**config.mk**
```make
export PLATFORM = sky130hd
export DESIGN_NAME = double_ended_bit_fifo_flat
export DESIGN_NICKNAME = d
export VERILOG_FILES = /design/src/dbf_pkg.sv /design/src/dbf_ifs.sv /design/src/dbf_datapath.sv /design/src/dbf_ctrl.sv /design/src/double_ended_bit_fifo.sv /design/src/flat_wrapper.sv
export SDC_FILE = /design/constraint.sdc
export NUM_CORES = 1
export LEC_CHECK = 0
export CORE_ASPECT_RATIO = 1.5
export CORE_MARGIN = 10
export CORE_UTILIZATION = 45
export CTS_BUF_LIST = sky130_fd_sc_hd__clkbuf_4 sky130_fd_sc_hd__clkbuf_8 sky130_fd_sc_hd__clkbuf_16
export CTS_CLUSTER_SIZE = 14
export DETAILED_ROUTE_END_ITERATION = 12
export DONT_BUFFER_PORTS = 1
export HOLD_SLACK_MARGIN = 0.08
export PLACE_DENSITY_LB_ADDON = 0.3
export SETUP_SLACK_MARGIN = 0.1
export SLEW_MARGIN = 10
export SYNTH_ARGS = -nofsm -noshare
export SYNTH_HDL_FRONTEND = slang
export SYNTH_HIERARCHICAL = 1
export SYNTH_SLANG_ARGS = --single-unit
```
**constraint.sdc**
```tcl
create_clock -name i_clk -period 4.8 [get_ports i_clk]
set_input_delay 0.48 -clock i_clk [delete_from_list [all_inputs] [get_ports i_clk]]
set_output_delay 0.48 -clock i_clk [all_outputs]
set_load 0.05 [all_outputs]
```
**src/dbf_pkg.sv**
```systemverilog
// shared types, constants and operation codes for the double-ended bit fifo
package dbf_pkg;

    localparam int CAPACITY  = 256;
    localparam int WORD_BITS = 64;

    localparam int OP_W    = 3;
    localparam int VALUE_W = 64;
    localparam int NUM_W   = 7;
    localparam int BCNT_W  = 9;

    localparam int ADDR_W  = $clog2(CAPACITY);
    localparam int COUNT_W = $clog2(CAPACITY + 1);
    localparam int SUM_W   = $clog2(2 * CAPACITY);
    localparam int IDX_W   = $clog2(VALUE_W);

    localparam logic [OP_W-1:0] OP_PUSH_BACK  = 3'd0;
    localparam logic [OP_W-1:0] OP_PUSH_FRONT = 3'd1;
    localparam logic [OP_W-1:0] OP_POP_BACK   = 3'd2;
    localparam logic [OP_W-1:0] OP_POP_FRONT  = 3'd3;
    localparam logic [OP_W-1:0] OP_PEEK_FRONT = 3'd4;
    localparam logic [OP_W-1:0] OP_PEEK_BACK  = 3'd5;

    typedef struct packed {
        logic [OP_W-1:0]    operation;
        logic [VALUE_W-1:0] value;
        logic [NUM_W-1:0]   num_bits;
    } t_req;

    typedef struct packed {
        logic [VALUE_W-1:0] read_value;
        logic [BCNT_W-1:0]  bit_count;
        logic               error;
    } t_rsp;

    typedef struct packed {
        logic load;
        logic setup;
        logic step;
        logic commit;
        logic finish;
    } t_cmd;

    typedef struct packed {
        logic nop;
        logic err;
        logic is_loop;
        logic is_push;
        logic is_read;
        logic last;
    } t_stat;

endpackage

```
**src/dbf_ifs.sv**
```systemverilog
// request and response channel interfaces
interface dbf_req_if;
    import dbf_pkg::*;
    logic valid;
    logic ready;
    t_req payload;
    modport source (output valid, output payload, input ready);
    modport sink (input valid, input payload, output ready);
endinterface

interface dbf_rsp_if;
    import dbf_pkg::*;
    logic valid;
    logic ready;
    t_rsp payload;
    modport source (output valid, output payload, input ready);
    modport sink (input valid, input payload, output ready);
endinterface

```
**src/dbf_datapath.sv**
```systemverilog
// bit store, pointers, counters and result registers of the bit fifo
module dbf_datapath (
    input  logic           i_clk,
    input  logic           i_rst_n,
    input  dbf_pkg::t_req  i_item,
    input  dbf_pkg::t_cmd  i_cmd,
    output dbf_pkg::t_stat o_stat,
    output dbf_pkg::t_rsp  o_item
);
    import dbf_pkg::*;

    function automatic logic [ADDR_W-1:0] wrap_addr(input logic [SUM_W-1:0] x);
        logic [SUM_W-1:0] cap;
        cap = SUM_W'(CAPACITY);
        if (x >= cap) begin
            return ADDR_W'(x - cap);
        end
        return ADDR_W'(x);
    endfunction

    function automatic logic [ADDR_W-1:0] inc_addr(input logic [ADDR_W-1:0] a);
        if (a == ADDR_W'(CAPACITY - 1)) begin
            return '0;
        end
        return a + 1'b1;
    endfunction

    function automatic logic [ADDR_W-1:0] dec_addr(input logic [ADDR_W-1:0] a);
        if (a == '0) begin
            return ADDR_W'(CAPACITY - 1);
        end
        return a - 1'b1;
    endfunction

    logic               mem [CAPACITY];
    logic               r_q;

    logic [OP_W-1:0]    r_op;
    logic [VALUE_W-1:0] r_val;
    logic [NUM_W-1:0]   r_n;
    logic [ADDR_W-1:0]  r_head;
    logic [COUNT_W-1:0] r_count;
    logic [ADDR_W-1:0]  r_ptr;
    logic [IDX_W-1:0]   r_k;
    logic [VALUE_W-1:0] r_rd;
    logic               r_err;
    logic               r_cap_en;
    logic [IDX_W-1:0]   r_cap_idx;

    logic [VALUE_W-1:0] r_o_rd;
    logic [BCNT_W-1:0]  r_o_cnt;
    logic               r_o_err;

    logic               op_ok;
    logic               is_push;
    logic               is_peek;
    logic               nop;
    logic               too_wide;
    logic [COUNT_W:0]   sum_push;
    logic               overflow;
    logic               underflow;
    logic               err;
    logic [SUM_W-1:0]   tail_raw;
    logic [SUM_W-1:0]   back_raw;
    logic [SUM_W-1:0]   front_raw;
    logic [IDX_W-1:0]   last_idx;
    logic [IDX_W-1:0]   rev_idx;
    logic               wr_bit;

    always_comb begin
        op_ok     = (r_op <= OP_PEEK_BACK);
        is_push   = (r_op == OP_PUSH_BACK) || (r_op == OP_PUSH_FRONT);
        is_peek   = (r_op == OP_PEEK_FRONT) || (r_op == OP_PEEK_BACK);
        nop       = !op_ok || (r_n == '0);
        too_wide  = (r_n > NUM_W'(WORD_BITS));
        sum_push  = (COUNT_W+1)'(r_count) + (COUNT_W+1)'(r_n);
        overflow  = (sum_push > (COUNT_W+1)'(CAPACITY));
        underflow = (COUNT_W'(r_n) > r_count);
        err       = !nop && (too_wide || (is_push ? overflow : underflow));
        tail_raw  = SUM_W'(r_head) + SUM_W'(r_count);
        back_raw  = tail_raw - SUM_W'(r_n);
        front_raw = SUM_W'(r_head) + SUM_W'(r_n);
        last_idx  = IDX_W'(r_n - 1'b1);
        rev_idx   = last_idx - r_k;
        wr_bit    = (r_op == OP_PUSH_FRONT) ? r_val[rev_idx] : r_val[r_k];
    end

    assign o_stat.nop     = nop;
    assign o_stat.err     = err;
    assign o_stat.is_loop = is_push || is_peek;
    assign o_stat.is_push = is_push;
    assign o_stat.is_read = is_peek;
    assign o_stat.last    = (r_k == last_idx);

    // single-port bit store
    always_ff @(posedge i_clk) begin
        if (i_cmd.step && is_push) begin
            mem[r_ptr] <= wr_bit;
        end
        r_q <= mem[r_ptr];
    end

    always_ff @(posedge i_clk) begin
        if (i_cmd.load) begin
            r_op  <= i_item.operation;
            r_val <= i_item.value;
            r_n   <= i_item.num_bits;
        end
        if (i_cmd.setup) begin
            r_k   <= '0;
            r_err <= err;
            case (r_op)
                OP_PUSH_BACK:  r_ptr <= wrap_addr(tail_raw);
                OP_PUSH_FRONT: r_ptr <= dec_addr(r_head);
                OP_PEEK_BACK:  r_ptr <= wrap_addr(back_raw);
                default:       r_ptr <= r_head;
            endcase
        end else if (i_cmd.step) begin
            r_k <= r_k + 1'b1;
            if (r_op == OP_PUSH_FRONT) begin
                r_ptr <= dec_addr(r_ptr);
            end else begin
                r_ptr <= inc_addr(r_ptr);
            end
        end
        if (i_cmd.setup) begin
            r_rd <= '0;
        end else if (r_cap_en) begin
            r_rd[r_cap_idx] <= r_q;
        end
        r_cap_idx <= r_k;
        if (i_cmd.finish) begin
            r_o_rd  <= r_rd;
            r_o_cnt <= BCNT_W'(r_count);
            r_o_err <= r_err;
        end
    end

    always_ff @(posedge i_clk) begin
        if (!i_rst_n) begin
            r_head   <= '0;
            r_count  <= '0;
            r_cap_en <= 1'b0;
        end else begin
            r_cap_en <= i_cmd.step && is_peek;
            if (i_cmd.setup && !nop && !err) begin
                if (r_op == OP_POP_BACK) begin
                    r_count <= r_count - COUNT_W'(r_n);
                end else if (r_op == OP_POP_FRONT) begin
                    r_count <= r_count - COUNT_W'(r_n);
                    r_head  <= wrap_addr(front_raw);
                end
            end
            if (i_cmd.step && (r_op == OP_PUSH_FRONT)) begin
                r_head <= r_ptr;
            end
            if (i_cmd.commit) begin
                r_count <= COUNT_W'(sum_push);
            end
        end
    end

    assign o_item.read_value = r_o_rd;
    assign o_item.bit_count  = r_o_cnt;
    assign o_item.error      = r_o_err;

endmodule

```
**src/dbf_ctrl.sv**
```systemverilog
// sequencing state machine of the bit fifo
module dbf_ctrl (
    input  logic           i_clk,
    input  logic           i_rst_n,
    input  logic           i_req_valid,
    output logic           o_req_ready,
    output logic           o_rsp_valid,
    input  logic           i_rsp_ready,
    input  dbf_pkg::t_stat i_stat,
    output dbf_pkg::t_cmd  o_cmd
);
    import dbf_pkg::*;

    localparam logic [2:0] S_IDLE  = 3'd0;
    localparam logic [2:0] S_SETUP = 3'd1;
    localparam logic [2:0] S_RUN   = 3'd2;
    localparam logic [2:0] S_FLUSH = 3'd3;
    localparam logic [2:0] S_FIN   = 3'd4;

    logic [2:0] r_state;
    logic [2:0] n_state;
    logic       r_out_full;
    logic       n_out_full;
    logic       slot_free;

    assign slot_free = !r_out_full || i_rsp_ready;

    always_comb begin
        n_state      = r_state;
        o_cmd        = '0;
        o_req_ready  = 1'b0;
        n_out_full   = r_out_full && !i_rsp_ready;
        case (r_state)
            S_IDLE: begin
                o_req_ready = 1'b1;
                if (i_req_valid) begin
                    o_cmd.load = 1'b1;
                    n_state    = S_SETUP;
                end
            end
            S_SETUP: begin
                o_cmd.setup = 1'b1;
                if (i_stat.nop || i_stat.err || !i_stat.is_loop) begin
                    n_state = S_FIN;
                end else begin
                    n_state = S_RUN;
                end
            end
            S_RUN: begin
                o_cmd.step = 1'b1;
                if (i_stat.last) begin
                    o_cmd.commit = i_stat.is_push;
                    n_state      = i_stat.is_read ? S_FLUSH : S_FIN;
                end
            end
            S_FLUSH: begin
                n_state = S_FIN;
            end
            S_FIN: begin
                if (slot_free) begin
                    o_cmd.finish = 1'b1;
                    n_out_full   = 1'b1;
                    n_state      = S_IDLE;
                end
            end
            default: begin
                n_state = S_IDLE;
            end
        endcase
    end

    always_ff @(posedge i_clk) begin
        if (!i_rst_n) begin
            r_state    <= S_IDLE;
            r_out_full <= 1'b0;
        end else begin
            r_state    <= n_state;
            r_out_full <= n_out_full;
        end
    end

    assign o_rsp_valid = r_out_full;

endmodule

```
**src/double_ended_bit_fifo.sv**
```systemverilog
// top level of the double-ended bit fifo
//
//   channel   direction  carries
//   i_req     in         operation, value, num_bits
//   o_rsp     out        read_value, bit_count, error
//
// pops, zero-width and refused requests go from setup straight to finish
// pushes and peeks move one bit per cycle, a peek with an extra flush state,
// through the single-port bit store
// a finished item waits in the output register while the next is accepted
// synchronous active-low reset empties the fifo; stored bits are not cleared
module double_ended_bit_fifo (
    input  logic      i_clk,
    input  logic      i_rst_n,
    dbf_req_if.sink   i_req,
    dbf_rsp_if.source o_rsp
);
    import dbf_pkg::*;

    t_cmd  cmd;
    t_stat stat;
    logic  req_ready;
    logic  rsp_valid;
    t_rsp  rsp_item;

    dbf_ctrl u_ctrl (
        .i_clk       (i_clk),
        .i_rst_n     (i_rst_n),
        .i_req_valid (i_req.valid),
        .o_req_ready (req_ready),
        .o_rsp_valid (rsp_valid),
        .i_rsp_ready (o_rsp.ready),
        .i_stat      (stat),
        .o_cmd       (cmd)
    );

    dbf_datapath u_datapath (
        .i_clk   (i_clk),
        .i_rst_n (i_rst_n),
        .i_item  (i_req.payload),
        .i_cmd   (cmd),
        .o_stat  (stat),
        .o_item  (rsp_item)
    );

    assign i_req.ready   = req_ready;
    assign o_rsp.valid   = rsp_valid;
    assign o_rsp.payload = rsp_item;

endmodule

```
**src/flat_wrapper.sv**
```systemverilog
// flat-port wrapper written by rule: the top's interface ports become plain ports
module double_ended_bit_fifo_flat import dbf_pkg::*;
  (i_clk, i_rst_n, i_req_valid, i_req_payload, i_req_ready, o_rsp_valid, o_rsp_payload, o_rsp_ready);
  dbf_req_if i_req_i ();
  dbf_rsp_if o_rsp_i ();
  input  logic i_clk;
  input  logic i_rst_n;
  input wire logic [$bits(i_req_i.valid)-1:0] i_req_valid;
  input wire logic [$bits(i_req_i.payload)-1:0] i_req_payload;
  output wire logic [$bits(i_req_i.ready)-1:0] i_req_ready;
  output wire logic [$bits(o_rsp_i.valid)-1:0] o_rsp_valid;
  output wire logic [$bits(o_rsp_i.payload)-1:0] o_rsp_payload;
  input wire logic [$bits(o_rsp_i.ready)-1:0] o_rsp_ready;
  assign i_req_i.valid = i_req_valid;
  assign i_req_i.payload = i_req_payload;
  assign i_req_ready = i_req_i.ready;
  assign o_rsp_valid = o_rsp_i.valid;
  assign o_rsp_payload = o_rsp_i.payload;
  assign o_rsp_i.ready = o_rsp_ready;
  double_ended_bit_fifo u_core (.i_clk(i_clk), .i_rst_n(i_rst_n), .i_req(i_req_i), .o_rsp(o_rsp_i));
endmodule
```
Yosys cells after proc, flatten, opt, wreduce, memory -nomap -nowiden
Memories as Yosys holds them, arrays and structs flattened. A register that Yosys moved wholly into a read port is not among the register bits.
Cells that the tools add are included.
- register bits after elaboration: 255
- RAM bits: 256
- input bits: 78
- output and inout port bits: 76
- logic and storage cells: 165
- memories kept: 1
- $add $sub $neg: 14
- order comparisons: 11
- equality and inequality tests: 15
- muxes and demuxes: 73
- reduce and logical (&&, ||, !) cells: 35
- memory list (name ; words ; bits a word ; rd ports ; clocked after Yosys merged registers in ; write ports ; RTL line ; source):
    u_core.u_datapath.mem ; 256 ; 1 ; 1 ; 1 ; 1 ; dbf_datapath.sv:35 ; logic mem [CAPACITY];
- operators with widths (kind ; number):
    2-to-1 mux 8 bit ; 19
    bitwise mux 64 bit ; 1
    subtractor 8 x 1 -> 8 bit (second input constant) ; 5
    2-to-1 mux 1 bit ; 38
    2-to-1 mux 9 bit ; 4
    >= comparator 9 bit (second input constant) ; 3
    one-hot mux 8 bit (3 select lines) ; 1
    less-than comparator 6 x 7 -> 1 bit (second input constant) ; 3
    subtractor 9 x 7 -> 9 bit ; 2
    zero test 8 bit ; 2
    2-to-1 mux 3 bit ; 5
    one-hot mux 3 bit (5 select lines) ; 1
    binary-select mux 1 bit (select 6 bit) ; 2
    equality test 3 x 2 -> 1 bit (second input constant) ; 4
    adder 9 x 7 -> 10 bit ; 1
    greater-than comparator 10 x 9 -> 1 bit (second input constant) ; 1
    adder 8 x 7 -> 9 bit ; 1
    adder 8 x 9 -> 9 bit ; 1
    equality test 3 bit (second input constant) ; 3
    greater-than comparator 7 x 9 -> 1 bit ; 1
    adder 8 x 1 -> 8 bit (second input constant) ; 1
    equality test 8 bit (second input constant) ; 1
    logical AND 1 bit ; 8
    logical OR 1 bit ; 8
    other kinds (19) ; 32

Longest topological paths before layout
- word-level depth: 14
- gate-level depth with buffers: 15
- gate-level depth less buffers: 14

Hierarchy
Netlist, hierarchy kept.
- by module, submodules not included (module ; times used ; cells each ; area an instance (um^2) ; seq. area each (um^2)):
    dbf_datapath ; 1 ; 1829 ; 23268.6 ; 14303.7
    dbf_ctrl ; 1 ; 33 ; 297.8 ; 80.1

Worst setup path after synthesis
Ideal clock, no wire load.
- kind: register to register
- start point: register u_core.u_ctrl.r_state[2]
- end point: register u_core.u_datapath.r_o_cnt[0], enable pin
- setup time: 0.515 ns
- arrival time: 4.127 ns
- data required time: 4.285 ns
- slack: 0.158 ns
- stages on the path, launching flop included: 3
- path buffers: 0
- clock period less this slack: 4.642 ns
- path through: dfxtp_1 -> or3b_1 -> nor2b_1
- RTL lines (what ; RTL line ; source):
    from (decl) ; dbf_ctrl.sv:20 ; logic [2:0] r_state;
    from (signal assigned) ; dbf_ctrl.sv:77 ; r_state <= n_state;
    to (signal assigned) ; dbf_datapath.sv:134 ; r_o_cnt <= BCNT_W'(r_count);
    to (decl) ; dbf_datapath.sv:51 ; logic [BCNT_W-1:0] r_o_cnt;

Worst setup path in the final report
- start point: register u_core.u_datapath.r_n[1]
- end point: memory u_core.u_datapath.mem[255], data pin
- cells in the longest elaborated chain, start to end: 5
- RTL lines (what ; RTL line ; source):
    from (decl) ; dbf_datapath.sv:40 ; logic [NUM_W-1:0] r_n;
    from (signal assigned) ; dbf_datapath.sv:107 ; r_n <= i_item.num_bits;
    subtractor 6 x 1 -> 6 bit ; dbf_datapath.sv:83 ; last_idx = IDX_W'(r_n - 1'b1);
    subtractor 6 bit ; dbf_datapath.sv:84 ; rev_idx = last_idx - r_k;
    binary-select mux 1 bit (select 6 bit) ; dbf_datapath.sv:85 ; wr_bit = (r_op == OP_PUSH_FRONT) ? r_val[rev_idx] : r_val[r_k];
    2-to-1 mux 1 bit (implied by the code) ; dbf_datapath.sv:85 ;
    2-to-1 mux 1 bit ; dbf_datapath.sv:85 ;
    named net u_core.u_datapath.wr_bit ; dbf_datapath.sv:68 ; logic wr_bit;
    to (decl) ; dbf_datapath.sv:35 ;
The timed path passes the listed nets, and every way through them passes these cells. The select of a mux whose other input is x is not followed.

==> results.ini <==
[run_status]
outcome=finished, final reports clean

[power_and_ir_drop]
power_frac_comb_pct=11.1
p_leak_nw=8.592
power.total_w=0.01011
internal_power_w=0.007566
power_frac_clock_pct=35.8
switching_power_w=0.002549
irDropWorstVdd_mv=0.3889
power.density_mw_per_mm2=382.1
seqPwrFrac_pct=53.1
switching_share_pct=25.20

[sta]
rsz0062_at_grt=no
hold_viol=0
post-route-min-period_ns=4.487
setup_ws_ns=0.3133
slew_violations=0
tns_ns=0
clock_skew_ns=0.03343
setup_viol=0
slew_headroom_pct=21.12
tightest_slew_ns=1.183
fin_crit_sh_pct=93.47
max_freq_ghz=0.2229

[setup_path]
cp-start-kind=flop
crit_chain=inv_1, ha_1, fa_1, buf_4, mux4_2, mux4_2, nor2b_1, a211oi_1, a21oi_1, mux2_8, buf_12
critPathCapture=u_core/u_datapath/mem[255]
startpoint=u_core/u_datapath/r_n[1]
cp_max_fo=76
reg2reg_depth=11
rrSetupSlack_ns=0.31
cpMostUsedCell=mux4_2
cp.depth=11
cp-end-kind=flop
critPathKind=reg2reg
cp_data_arrival_time_ns=4.78
r2r-start=u_core/u_datapath/r_n[1]
crit_slowest_cell=fa_1
max_stage_delay_ns=0.55
reg2reg_to=u_core/u_datapath/mem[255]
path_buf_inv=3
cp.required_ns=5.09
critical_path.top_delay_family=multiplexers

[route]
drt-pass1-iter-count=5
drt_iter0_drc=1377
vias_per_cell=5.927
vias=15430
routed_wirelength_um=61610
ant_nets=0
wl_per_cell_um=23.67
drc=0

[grt]
track_usage_pct=19.41
first_global_vias=15400
grt_overflow_total=0
grt_start_max_net_pins=134
grt_pass1_wl_um=92490
grt_antenna_before_repair=3

[yosys]
synth_area_mm2=0.02357
ys_seq_elements=512
synthArstFlopShare_pct=0
synth-seq-area-share_pct=61.04
yosys.area.top_type=edfxtp_1
netlist_instances=1862
synth_edf_count=413
yosysTopAreaCellShare_pct=52.63
ys.flop_type=edfxtp_1
synth_area_leaders=edfxtp_1 (53%), mux4_2 (8.8%), dfxtp_1 (8.4%)
syn-mean-instance-area_um2=12.66
synth_cell_type_count=73
yosys_warnings=6
syn-num-nets=1996

[placed_design]
gp_congestion=0.9045
dpl.hpwl_um=41430
place_inst=2444
place_ws_ns=0.2336
port_buffers=0

[die]
chipHeight_um=300.3
dieArea_mm2=0.06211
initial_core_util_pct=45.59
fp.dieW_um=206.9
core_area_mm2=0.05169
io_pins=154
rows=102

[clock_tree]
cts_setup_buffers=0
clock_sinks=512
clockBufferDepth=3
cts_tree=yes
h-tree-depth=2
clk_pin_slew_ns=0.07
cts_buffers=46
insertion_delay_ns=0.59
clockRootBuffer=clkbuf_16

[finish]
syn2layout_area_growth_pct=12.31
fin_nets=2026
drive_gt1_share_pct=12.11
final_cells=2603

[min_path]
holdCritPathClass=in2reg

[flow_run]
drv_cap=0

## through the flow
stage	utilization, %	hold slack, ns	instance area, um2
after global routing	51.21	0.1901	26470
after global placement	46.84	0.3849	24210
after CTS	51.14	0.1493	26440
final	51.21	0.1695	26470
after detailed placement	46.84	0.3885	24210
after floorplan	-	0.3290	23570
## sequential cells by signal, indices dropped and copies added (netlist names), 3 cells and up
| signal | count |
|---|---|
| u_core/u_ctrl/r_state | 3 |
| u_core/u_datapath/mem | 256 |
| u_core/u_datapath/r_cap_idx | 6 |
| u_core/u_datapath/r_count | 9 |
| u_core/u_datapath/r_head | 8 |
| u_core/u_datapath/r_k | 6 |
| u_core/u_datapath/r_n | 7 |
| u_core/u_datapath/r_o_cnt | 9 |
| u_core/u_datapath/r_o_rd | 64 |
| u_core/u_datapath/r_op | 3 |
| u_core/u_datapath/r_ptr | 8 |
| u_core/u_datapath/r_rd | 64 |
| u_core/u_datapath/r_val | 64 |
## routing by layer
metal,vias to the layer above,share of wire (%),GRT usage [%]
met1,7631,34,20.73
met3,152,6.3,2.562
met5,-,0.021,0
li1,6955,-,-
met4,2,4.5,9.009
met2,687,55,36.58
## power groups by stage
stage | Clock (W) | Combinational (W) | Sequential, W
2_1_floorplan | 0 | 0.000801 | 0.00537
3_3_place_gp | 0 | 0.000991 | 0.00547
3_5_place_dp | 0 | 0.00103 | 0.00547
4_1_cts | 0.00369 | 0.00109 | 0.00537
5_1_grt | 0.00385 | 0.00121 | 0.00539
6_report | 0.00362 | 0.00112 | 0.00537
## layout make-up
type / instances / area [um2]
repair buffers: 116 / 1087
inverters: 42 / 158.9
fillers: 4331 / 25220
well taps: 676 / 845.8
diodes: 3 / 7.507
clock inverters: 10 / 86.33
multi-input cells: 1174 / 8507
flip-flops and latches: 512 / 14390
clock buffers: 70 / 1390
## layout by cell type, fill, tap and decap left out, drive strengths merged, types with 8 or more instances in the layout
cell type,synthesis,layout
mux2i,16,16
nor3b,10,10
mux4,106,106
a211oi,8,8
a21oi,103,103
nand3,65,65
nor2,337,337
nand4,16,16
dfxtp,99,99
a22o,8,8
ha,50,50
xnor2,36,36
nor2b,18,18
nand2b,14,14
o21ai,75,75
buf,25,41
nand2,131,131
nor3,16,16
inv,41,46
edfxtp,413,413
a21o,9,9
clkbuf,110,70
dlygate4sd3,0,75
a22oi,24,24
and2,8,8
a221oi,13,13
## kinds of logic (layout without fill, tap and decap cells)
group / after synthesis / after routing / share of synthesized area (%)
AO/OA/AOI/OAI: 297 / 297 / 7.773
XOR/XNOR: 43 / 43 / 1.598
adder cells (fa/ha/maj): 56 / 56 / 3.164
buffers and inverters: 177 / 238 / 3.101
flip-flops: 512 / 512 / 61.04
multiplexers: 123 / 124 / 11.10
other: 0 / 3 / 0
AND/OR/NAND/NOR: 654 / 654 / 12.23
## Yosys cell counts (6+ instances only)
cell type and count:
edfxtp_1 413, a21o_1 9, nand2_1 131, a21oi_1 103, a211oi_1 8, inv_1 40, clkbuf_1 110, buf_4 7
nand3_1 65, and2_1 8, nor3b_1 9, fa_1 6, mux4_2 92, nor2_1 337, xnor2_1 36, a22oi_1 24
a221oi_1 13, o221ai_1 7, nand2b_1 14, xor2_1 7, or3_1 6, dfxtp_1 99, o21ai_1 7, o21ai_0 68
nor2b_1 18, a22o_1 8, mux4_1 14, buf_2 10, mux2i_1 16, nand4_1 16, o21bai_1 7, nor3_1 16
ha_1 50, or2_2 6, a31oi_1 7, nor4_1 6
## worst min-delay path by stage
stage / from / endpoint / slack (ns) / depth (start not counted)
6_report: o_rsp_ready / u_core/u_ctrl/o_rsp_valid / 0.17 / 2
5_1_grt: i_req_valid / u_core/u_ctrl/r_state[1] / 0.19 / 2
4_1_cts: o_rsp_ready / u_core/u_ctrl/o_rsp_valid / 0.15 / 2
3_5_place_dp: u_core/u_datapath/r_k[3] / u_core/u_datapath/r_cap_idx[3] / 0.39 / 0
3_3_place_gp: u_core/u_datapath/r_k[3] / u_core/u_datapath/r_cap_idx[3] / 0.38 / 0
2_1_floorplan: u_core/u_datapath/r_k[2] / u_core/u_datapath/r_cap_idx[2] / 0.33 / 0
## timing repair
| action | 4_1_cts | 5_1_grt |
|---|---|---|
| endpoints found under the hold margin | 89 | 0 |
| resized for setup | 0 | 2 |
| hold buffers | 75 | 0 |
| setup endpoints to repair | 0 | 125 |
Power figures use the tool's default switching activity.
